`src/hdl/rmc_pkg.sv`:
```
// Shared types, codes and helpers of the running mean and covariance unit.
// No dependencies.
`timescale 1ns / 1ps
package rmc_pkg;
	localparam int unsigned MAX_FEATURES_DEF = 8;
	localparam int unsigned COUNT_BITS_DEF   = 32;

	localparam int VAL_W  = 23;
	localparam int IN_W   = 24;
	localparam int PROD_W = 48;
	localparam int COV_W  = 50;
	localparam int NUM_W  = 51;

	localparam logic [2:0] FN_MEAN    = 3'd0;
	localparam logic [2:0] FN_COV     = 3'd1;
	localparam logic [2:0] FN_RD_MEAN = 3'd2;
	localparam logic [2:0] FN_RD_COV  = 3'd3;
	localparam logic [2:0] FN_CLEAR   = 3'd4;

	localparam logic [1:0] ST_OK    = 2'd0;
	localparam logic [1:0] ST_EVENT = 2'd1;
	localparam logic [1:0] ST_RANGE = 2'd2;

	typedef enum logic [3:0] {
		S_IDLE, S_RDCOV, S_MGO, S_MWAIT, S_DK, S_CRD, S_CMUL, S_CSUB, S_CDIV, S_DONE
	} seq_state_t;

	// Absolute value with the most negative code saturated.
	function automatic logic [VAL_W-1:0] abs_sat(input logic signed [IN_W-1:0] v);
		logic signed [IN_W-1:0] n;
		n = -v;
		if (v == {1'b1, {(IN_W-1){1'b0}}}) return {VAL_W{1'b1}};
		else if (v < 0) return n[VAL_W-1:0];
		else return v[VAL_W-1:0];
	endfunction
endpackage

```
`src/hdl/rmc_div.sv`:
```
// Iterative signed divider, one quotient bit per cycle, truncating toward zero.
// Depends on rmc_pkg.
`timescale 1ns / 1ps
module rmc_div import rmc_pkg::*; #(
	parameter int unsigned CB = COUNT_BITS_DEF
) (
	input  logic                    clk,
	input  logic                    arst_n,
	input  logic                    start,
	input  logic signed [NUM_W-1:0] numer,
	input  logic [CB-1:0]           denom,
	output logic                    done,
	output logic signed [NUM_W-1:0] quot
);
	localparam int SW = $clog2(NUM_W + 1);

	logic [NUM_W-1:0] mag_q;
	logic [CB-1:0]    rem_q;
	logic [CB-1:0]    den_q;
	logic             neg_q;
	logic [SW-1:0]    step_q;
	logic             run_q;
	logic             done_q;
	logic [CB:0]      trial;
	logic             fits;
	logic [NUM_W-1:0] nmag;

	// Shift in the next dividend bit and try the subtract.
	assign trial = {rem_q, mag_q[NUM_W-1]};
	assign fits  = trial >= {1'b0, den_q};
	assign nmag  = -numer;

	always_ff @(posedge clk or negedge arst_n) begin
		if (!arst_n) begin
			run_q  <= 1'b0;
			done_q <= 1'b0;
			step_q <= '0;
		end else begin
			done_q <= 1'b0;
			if (start) begin
				run_q  <= 1'b1;
				step_q <= SW'(NUM_W);
			end else if (run_q) begin
				step_q <= step_q - 1'b1;
				if (step_q == SW'(1)) begin
					run_q  <= 1'b0;
					done_q <= 1'b1;
				end
			end
		end
	end

	// Hold operands and advance the restoring steps.
	always_ff @(posedge clk) begin
		if (start) begin
			mag_q <= numer[NUM_W-1] ? nmag : numer;
			neg_q <= numer[NUM_W-1];
			den_q <= denom;
			rem_q <= '0;
		end else if (run_q) begin
			rem_q <= fits ? CB'(trial - {1'b0, den_q}) : trial[CB-1:0];
			mag_q <= {mag_q[NUM_W-2:0], fits};
		end
	end

	assign done = done_q;
	assign quot = neg_q ? -$signed(mag_q) : $signed(mag_q);
endmodule

```
`config.mk`:
```
export PLATFORM = sky130hd
export DESIGN_NAME = rmc_div
export DESIGN_NICKNAME = d
export VERILOG_FILES = /design/src/hdl/rmc_pkg.sv /design/src/hdl/rmc_div.sv
export SDC_FILE = /design/constraint.sdc
export NUM_CORES = 1
export LEC_CHECK = 0
export ABC_AREA = 1
export BUFFER_PORTS_ARGS = -buffer_cell sky130_fd_sc_hd__buf_2
export CAP_MARGIN = 10
export CORE_MARGIN = 5
export CORE_UTILIZATION = 30
export DETAILED_ROUTE_END_ITERATION = 8
export SKIP_LAST_GASP = 1
export SYNTH_ARGS = -nofsm -noshare
export SYNTH_HDL_FRONTEND = slang
export SYNTH_SLANG_ARGS = --single-unit
```
`constraint.sdc`:
```
create_clock -name clk -period 3.1 [get_ports clk]
set_input_delay 0.465 -clock clk [delete_from_list [all_inputs] [get_ports clk]]
set_output_delay 0.465 -clock clk [all_outputs]
set_load 0.05 [all_outputs]
```
==> flow_metrics.py, run 1 <==
metrics = {
    "status": {
        "status": "completed",
    },
    "setup_path": {
        "endpoint_kind": "output pin",
        "critical_path.cell_chain": "nor2_2, nand4_1, nor3_2, buf_4, nand2_2, nor2_2, a21oi_1, xor2_1, buf_4",
        "crit_type": "register to output pin",
        "startpoint_type": "register",
        "cpPeakStageDelay_ps": 490,
        "crit_slowest_cell": "edfxtp_1",
        "critPathRequiredTime_ps": 2630,
        "cp_max_fo": 5,
        "cp.arrival_ps": 2590,
    },
    "synth": {
        "ys_ff_latch": 124,
        "synth_cell_type_count": 44,
        "synth.top_cell.area_share": 0.231,
        "yosysTopAreaCell": "edfxtp_1",
        "syn_avg_cell_area_um2": 6.37,
        "synth_area_leaders": "edfxtp_1 23%, nand2_1 20%, inv_1 9.3%",
        "yosys_warnings": 0,
        "synthCells": 1712,
        "synth_area_mm2": 0.0109,
        "syn-num-nets": 1835,
        "synth-seq-area-share": 0.308,
    },
    "floorplan": {
        "dieWidth_um": 201,
        "num_io_pins": 138,
        "fp-row-count": 69,
        "core_region_area_mm2": 0.0357,
        "dieArea_mm2": 0.0403,
        "die_h_um": 201,
        "start_util": 0.305,
    },
    "final_layout": {
        "regArea_mm2": 0.00336,
        "area_delta_synth_final_pct": 20.2,
        "n_fill_cell": 3901,
        "multi_input_area_mm2": 0.00647,
        "final_area_mm2": 0.0131,
        "layout_commonest_cell": "nand2_1",
        "final_core_util": 0.367,
        "layout_common_cells": "562 x nand2_1, 266 x inv_1, 161 x nor2_1, 157 x nand3_1, 117 x buf_2",
        "layout-drive-gt1-share": 0.138,
        "nets": 1982,
    },
    "grt": {
        "grt.overflow.total": 0,
        "grt_max_degree": 56,
        "grt_pass1_wl_um": 59400,
        "grtUsageTotal": 0.183,
        "grt_pass1_vias": 10700,
        "antenna_found_initial": 1,
    },
    "power_and_ir_drop": {
        "pwr-share-clk": 0.250,
        "power_density_mw_per_mm2": 705,
        "ir_drop_mv": 0.513,
        "power.switching_uw": 4170,
        "seq_power_share": 0.254,
        "p_comb_frac": 0.496,
        "switching_share": 0.451,
        "internal_power_uw": 5080,
        "leakagePower_uw": 0.00647,
    },
    "timing": {
        "rsz0062_at_grt": "yes",
        "clock_skew_ps": 11.9,
        "setup_tns_ps": 0,
        "final_hold_viol_count": 0,
        "max_freq_mhz": 327,
        "setup_ws_ps": 43.0,
        "worstMarginPinSlew_ps": 802,
        "setup_viol": 0,
        "relSlewSlack": 0.464,
        "period_share": 0.986,
        "period_minus_slack_ps": 3060,
        "drv_slew": 0,
    },
    "detailed_routing": {
        "drc": 0,
        "drt_wl_total_um": 38100,
        "first_pass_iters": 6,
        "num_vias": 11300,
        "viasPerCell": 4.86,
        "ant_nets": 0,
        "drt-wirelength-per-cell_um": 16.3,
        "drt_iter0_drc": 1003,
    },
    "placed_design": {
        "numPortBuffers": 137,
        "dp_slack_ps": 286,
        "place_area_mm2": 0.0122,
        "globalplace.congestion": 0.997,
        "dp_hpwl_um": 30600,
    },
    "clock_network": {
        "cts_buffers": 17,
        "clk_path_buf_depth": 2,
        "clock_latency_ps": 440,
        "cts-root-buf": "clkbuf_16",
        "cts_tree": "yes",
        "clk_pin_slew_ps": 60,
        "cts_sinks": 124,
        "htree_levels": 4,
    },
    "run": {
        "max-cap-violations": 0,
    },
    "worst_hold_path": {
        "hold_path_class": "input port to register",
    },
}
power groups by stage:
stage / registers [uW] / clock network (uW) / logic, uW
after floorplan: 2300 / 0 / 3390
after global placement: 2360 / 0 / 4500
after detailed placement: 2370 / 0 / 4490
after CTS: 2340 / 2360 / 4540
after global routing: 2390 / 2420 / 5150
final: 2350 / 2310 / 4590
kinds of logic after synthesis:
group | Yosys count | synth area share
xor+xnor | 84 | 0.0674
simple gates | 1011 | 0.397
fa+ha+maj | 37 | 0.0431
buf+inv | 311 | 0.111
compound gates | 145 | 0.0727
flops | 124 | 0.308
state kept, by name, summed over array words and instances, names as in the netlist:
name	count
mag_q	51
den_q	32
rem_q	32
step_q	6
done	1
neg_q	1
run_q	1
worst paths after layout:
| kind | cells after the start | start | endpoint | slack, ps |
|---|---|---|---|---|
| min in group asynchronous | 2 | arst_n | done | 440 |
| hold reg to reg | 2 | rem_q[21] | rem_q[21] | 470 |
| setup reg to reg | 14 | den_q[7] | mag_q[0] | 350 |
| hold / removal | 1 | denom[7] | den_q[7] | 200 |
| setup / recovery | 9 | mag_q[3] | quot[35] | 40 |
| max in group asynchronous | 2 | arst_n | step_q[1] | 2480 |
metrics by stage:
step                hold WS, ps  power [uW]  cells
CTS                         185        9240   2324
global placement            318        6850   2289
floorplan                   169        5690   1712
detailed placement          324        6860   2289
global route                195        9950   2333
finish                      205        9250   2334
layout make-up:
type                       instances  area share
sequential                       124       0.256
multi-input combinational       1277       0.493
clock buffer                      17      0.0324
inverter                         270      0.0772
antenna                            1    0.000191
clock inverter                    15      0.0177
tap                              461      0.0440
timing repair buffer             169      0.0794
repair_timing:
action / in CTS / in global routing
setup buffers: 2 / 9
hold buffers: 1 / 0
setup endpoints to repair: 15 / 32
hold endpoints to repair: 8 / 0
pin swaps: 1 / 8
gates resized for setup: 15 / 53
per-layer routing:
metal	vias up	wire length, um	GRT usage
li1	5740	-	-
met1	5150	18000	0.262
met2	381	16600	0.282
met3	65	2260	0.0220
met4	0	1290	0.0730
met5	-	0	0
critical path, delay by kind of cell (launching register included):
family	cells	cell delay, ps
compound gates	1	100
simple gates	5	790
buf+inv	2	430
xor+xnor	1	350
flops	1	490
synth_stat cells (all sizes together):
cell and count:
nand2 573, inv 270, nor2 178, nand3 160
o21ai 90, edfxtp 84, xor2 56, a21oi 36
ha 36, dfxtp 32, nand4 30, xnor2 28
clkbuf 27, nor3 27, nand3b 23, buf 14
nor4 10, dfrtp 8, a31oi 6, and2 4
o21bai 4, o31ai 3, or2 3, o21a 2
o22ai 2, a22oi 1, and3 1, fa 1
nor3b 1, o211ai 1, or3b 1
Power figures use the tool's default switching activity.
==> inputs of run 2 (changes only) <==
--- a/config.mk
+++ b/config.mk
@@ -11,6 +11,7 @@
 export CORE_MARGIN = 5
 export CORE_UTILIZATION = 30
 export DETAILED_ROUTE_END_ITERATION = 8
+export PLACE_DENSITY_LB_ADDON = 0.05
 export SKIP_LAST_GASP = 1
 export SYNTH_ARGS = -nofsm -noshare
 export SYNTH_HDL_FRONTEND = slang
==> flow_metrics.py, run 2 (same netlist as run 1, synthesis figures left out) <==
metrics = {
    "setup_path": {
        "startpoint_type": "register",
        "cp.arrival_ps": 2540,
        "critPathRequiredTime_ps": 2630,
        "endpoint_kind": "output pin",
        "cp_max_fo": 6,
        "crit_type": "register to output pin",
    },
    "timing": {
        "max_freq_mhz": 333,
        "worstMarginPinSlew_ps": 697,
        "final_hold_viol_count": 0,
        "setup_viol": 0,
        "relSlewSlack": 0.536,
        "period_minus_slack_ps": 3010,
        "period_share": 0.969,
        "clock_skew_ps": 19.0,
        "finalHoldWorstSlack_ps": 198,
        "drv_slew": 0,
        "setup_ws_ps": 94.9,
        "setup_tns_ps": 0,
        "rsz0062_at_grt": "yes",
    },
    "placed_design": {
        "globalplace.congestion": 0.871,
        "dp.cells": 2290,
        "dp_hpwl_um": 32100,
        "dp_slack_ps": 239,
        "numPortBuffers": 137,
    },
    "floorplan": {
        "num_io_pins": 138,
        "start_util": 0.305,
        "dieWidth_um": 201,
        "core_region_area_mm2": 0.0357,
        "die_h_um": 201,
        "dieArea_mm2": 0.0403,
        "fp-row-count": 69,
    },
    "power_and_ir_drop": {
        "switching_share": 0.468,
        "power_density_mw_per_mm2": 692,
        "internal_power_uw": 4800,
        "leakagePower_uw": 0.00644,
        "pwr-share-clk": 0.232,
        "p_comb_frac": 0.506,
        "ir_drop_mv": 0.453,
        "seq_power_share": 0.261,
        "power.switching_uw": 4230,
    },
    "worst_hold_path": {
        "hold_path_class": "input port to register",
    },
    "detailed_routing": {
        "drt_iter0_drc": 899,
        "drc": 0,
        "drt-wirelength-per-cell_um": 17.1,
        "num_vias": 11100,
        "ant_nets": 0,
        "drt_wl_total_um": 40000,
        "first_pass_iters": 5,
        "viasPerCell": 4.76,
    },
    "grt": {
        "grtUsageTotal": 0.195,
        "grt_pass1_vias": 10600,
        "antenna_found_initial": 3,
        "grt_pass1_wl_um": 62300,
        "grt_max_degree": 62,
        "grt.overflow.total": 0,
    },
    "final_layout": {
        "layout_common_cells": "562 x nand2_1, 266 x inv_1, 164 x nor2_1, 157 x nand3_1, 118 x buf_2",
        "final_core_util": 0.365,
        "layout-drive-gt1-share": 0.137,
        "nets": 1984,
        "diodes": 0,
        "largest_reg_flops": 51,
        "layout_commonest_cell": "nand2_1",
        "area_delta_synth_final_pct": 19.5,
        "finalNonFillerCells": 2335,
        "top_register": "mag_q",
        "n_fill_cell": 3987,
        "reg_top3": "mag_q (51), den_q (32), rem_q (32)",
    },
    "clock_network": {
        "clock_latency_ps": 440,
        "cts_tree": "yes",
        "clk_pin_slew_ps": 70,
        "htree_levels": 4,
        "cts-root-buf": "clkbuf_16",
        "cts_sinks": 124,
        "clk_path_buf_depth": 2,
        "cts_buffers": 17,
    },
    "status": {
        "status": "completed",
    },
    "run": {
        "max-cap-violations": 0,
    },
}
run 2: changes by cell type in the layout (fill, tap and decap cells not counted), sizes merged:
cell	change
bufinv	-3
clkbuf	+3
clkinvlp	+2
buf	-1
diode	-1
inv	+1
run 2: timing repair:
item / 4_1_cts / 5_1_grt
hold buffers: 1 / 0
setup buffers: 2 / 10
pin swaps: 1 / 10
hold endpoints to repair: 8 / 0
gates resized for setup: 8 / 55
cloned: 0 / 0
endpoints found under the setup margin: 14 / 30
run 2: final timing paths:
| check | start | end | slack, ps | depth (start not counted) |
|---|---|---|---|---|
| hold reg to reg | rem_q[22] | rem_q[22] | 470 | 2 |
| setup reg to reg | den_q[21] | rem_q[24] | 610 | 14 |
| max in group asynchronous | arst_n | step_q[4] | 2540 | 2 |
| min in group asynchronous | arst_n | run_q | 390 | 2 |
| setup / recovery | mag_q[30] | quot[43] | 90 | 6 |
| hold / removal | denom[13] | den_q[13] | 200 | 1 |
run 2: stage by stage:
stage                     area (um2)  total power [uW]
after global placement         12200              6900
final                          13000              9020
after global routing           13000              9780
after CTS                      12800              9060
after detailed placement       12200              6890
after floorplan                10900              5690
run 2: layout make-up:
cell class | instances | area (um2) | area share
well taps | 461 | 577 | 0.0442
multi-input cells | 1277 | 6450 | 0.495
flip-flops and latches | 124 | 3360 | 0.258
repair buffers | 171 | 1030 | 0.0791
inverters | 270 | 1010 | 0.0777
clock inverters | 15 | 175 | 0.0134
clock buffers | 17 | 425 | 0.0326
run 2: routing by layer:
| layer | GRT usage | vias up | wire length [um] |
|---|---|---|---|
| li1 | - | 5752 | - |
| met1 | 0.331 | 5046 | 22900 |
| met2 | 0.252 | 293 | 14500 |
| met3 | 0.0315 | 21 | 2190 |
| met4 | 0.0342 | 0 | 384 |
| met5 | 0 | - | 0 |
run 2: critical path: stages, from the launching register on:
cell and delay, ps:
edfxtp_1 570, nor4_2 450, nand4_1 270, nor2_4 180, a21oi_1 90, xor2_1 290
buf_4 250
run 2: power groups by stage:
stage / Clock, uW / Combinational (uW) / Sequential [uW]
2_1_floorplan: 0 / 3390 / 2300
3_3_place_gp: 0 / 4530 / 2370
6_report: 2100 / 4570 / 2360
5_1_grt: 2240 / 5140 / 2400
3_5_place_dp: 0 / 4520 / 2380
4_1_cts: 2160 / 4550 / 2350
==> inputs of run 3 (changes only) <==
--- a/config.mk
+++ b/config.mk
@@ -8,8 +8,8 @@
 export ABC_AREA = 1
 export BUFFER_PORTS_ARGS = -buffer_cell sky130_fd_sc_hd__buf_2
 export CAP_MARGIN = 10
-export CORE_MARGIN = 5
-export CORE_UTILIZATION = 30
+export CORE_MARGIN = 4
+export CORE_UTILIZATION = 40
 export DETAILED_ROUTE_END_ITERATION = 8
 export PLACE_DENSITY_LB_ADDON = 0.05
 export SKIP_LAST_GASP = 1
==> flow_metrics.py, run 3 (same netlist as run 1, synthesis figures left out) <==
metrics = {
    "setup_path": {
        "cp_max_fo": 4,
        "crit_type": "register to output pin",
        "startpoint_type": "register",
        "critPathRequiredTime_ps": 2630,
        "crit_slowest_cell": "edfxtp_1",
        "rr_worst_depth": 14,
        "path_common_cell": "nand2_1",
        "critical-path-top-delay-family": "simple AND/OR/NAND/NOR gates",
        "cp_num_buf_inv": 1,
        "cp.depth": 10,
        "critical_path.cell_chain": "nor2_1, nand3_1, nor2_1, nand4_1, nor3_2, nand2_1, nand2_1, nand2_1, nand2_1, clkbuf_4",
        "endpoint_kind": "output pin",
        "cpPeakStageDelay_ps": 490,
        "cp.arrival_ps": 2510,
    },
    "placed_design": {
        "dp.cells": 2170,
        "dp_hpwl_um": 30700,
        "numPortBuffers": 137,
        "globalplace.congestion": 0.963,
        "place_area_mm2": 0.0120,
        "dp_slack_ps": 321,
    },
    "detailed_routing": {
        "ant_nets": 0,
        "drc": 0,
        "drt_wl_total_um": 38000,
        "num_vias": 11200,
        "drt_iter0_drc": 1044,
        "viasPerCell": 5.06,
        "first_pass_iters": 5,
        "drt-wirelength-per-cell_um": 17.1,
    },
    "timing": {
        "max_freq_mhz": 337,
        "rsz0062_at_grt": "yes",
        "worstMarginPinSlew_ps": 816,
        "drv_slew": 0,
        "setup_ws_ps": 129,
        "relSlewSlack": 0.456,
        "setup_viol": 0,
        "period_share": 0.958,
        "clock_skew_ps": 11.5,
        "period_minus_slack_ps": 2970,
        "final_hold_viol_count": 0,
    },
    "power_and_ir_drop": {
        "leakagePower_uw": 0.00645,
        "power.switching_uw": 4240,
        "pwr-share-clk": 0.235,
        "total_power_uw": 9130,
        "p_comb_frac": 0.507,
        "switching_share": 0.465,
        "power_density_mw_per_mm2": 710,
        "seq_power_share": 0.258,
        "ir_drop_mv": 0.471,
        "internal_power_uw": 4880,
    },
    "final_layout": {
        "nets": 1987,
        "area_delta_synth_final_pct": 17.9,
        "n_fill_cell": 2943,
        "finalNonFillerCells": 2218,
        "layout_common_cells": "565 x nand2_1, 266 x inv_1, 159 x nor2_1, 158 x nand3_1, 120 x buf_2",
        "final_area_mm2": 0.0129,
        "layout_commonest_cell": "nand2_1",
        "largest_reg_flops": 51,
        "diodes": 0,
        "reg_top3": "mag_q (51), den_q (32), rem_q (32)",
        "layout-drive-gt1-share": 0.137,
        "top_register": "mag_q",
    },
    "floorplan": {
        "fp-row-count": 60,
        "die_h_um": 173,
        "core_region_area_mm2": 0.0269,
        "num_io_pins": 138,
        "dieWidth_um": 173,
        "start_util": 0.406,
        "dieArea_mm2": 0.0300,
    },
    "run": {
        "max-cap-violations": 0,
    },
    "grt": {
        "grt_max_degree": 62,
        "grt.overflow.total": 0,
        "antenna_found_initial": 1,
        "grtUsageTotal": 0.249,
        "grt_pass1_vias": 10400,
        "grt_pass1_wl_um": 59100,
    },
    "worst_hold_path": {
        "hold_path_class": "input port to register",
        "min_path_cells": 1,
    },
    "clock_network": {
        "clk_path_buf_depth": 2,
        "htree_levels": 4,
        "cts-root-buf": "clkbuf_16",
        "cts_buffers": 17,
        "cts_sinks": 124,
        "clk_pin_slew_ps": 70,
        "cts_tree": "yes",
        "clock_latency_ps": 430,
    },
    "status": {
        "status": "completed",
    },
}
==> run 3: cell types whose count changed in the layout (fill, tap and decap cells not counted), moves of 2 or more <==
cell,delta
buf_12,-2
buf_2,+2
buf_4,+2
buf_6,-2
clkbuf_4,+3
clkinv_2,+2
clkinvlp_4,-2
nand2_1,+3
nand2_2,-2
nor2_1,-5
nor2_2,+6
==> run 3: what timing repair did <==
item                                    CTS  global route
pin swaps                                 2            10
setup buffers                             4            11
endpoints found under the setup margin   14            31
hold buffers                              1             0
endpoints found under the hold margin     8             0
resized for setup                         8            45
==> run 3: layout make-up <==
| type | count | area, um2 | area share |
|---|---|---|---|
| Clock inverter | 15 | 186 | 0.0145 |
| Timing Repair Buffer | 174 | 1020 | 0.0790 |
| Tap cell | 341 | 427 | 0.0332 |
| Sequential cell | 124 | 3360 | 0.262 |
| Inverter | 270 | 1010 | 0.0788 |
| Multi-Input combinational cell | 1277 | 6430 | 0.500 |
| Clock buffer | 17 | 425 | 0.0331 |
==> run 3: worst paths after layout <==
path / from / endpoint / slack, ps
max in group asynchronous: arst_n / step_q[1] / 2520
worst max-delay path: mag_q[13] / quot[36] / 130
worst max register to register: den_q[8] / mag_q[0] / 630
worst min register to register: rem_q[17] / rem_q[17] / 470
min in group asynchronous: arst_n / done / 410
worst min-delay path: denom[24] / den_q[24] / 200
==> run 3: through the flow <==
| stage | setup TNS, ps | hold WS, ps | util |
|---|---|---|---|
| 2_1_floorplan | 0 | 169 | - |
| 3_5_place_dp | 0 | 321 | 0.446 |
| 6_report | 0 | 203 | 0.479 |
| 3_3_place_gp | 0 | 323 | 0.446 |
| 4_1_cts | 0 | 196 | 0.471 |
| 5_1_grt | -120 | 190 | 0.479 |
==> run 3: routing by layer <==
metal / wire [um] / track usage / vias up
met4: 303 / 0.0369 / 0
met5: 0 / 0 / -
met2: 14500 / 0.338 / 369
met1: 20300 / 0.412 / 5094
met3: 2820 / 0.0407 / 17
li1: - / - / 5749
==> run 3: power by group through the flow <==
stage                     combinational, uW  sequential [uW]  clock [uW]
final                                  4620             2360        2150
after global routing                   5180             2400        2250
after CTS                              4540             2350        2170
after detailed placement               4510             2370           0
after global placement                 4500             2360           0
after floorplan                        3390             2300           0
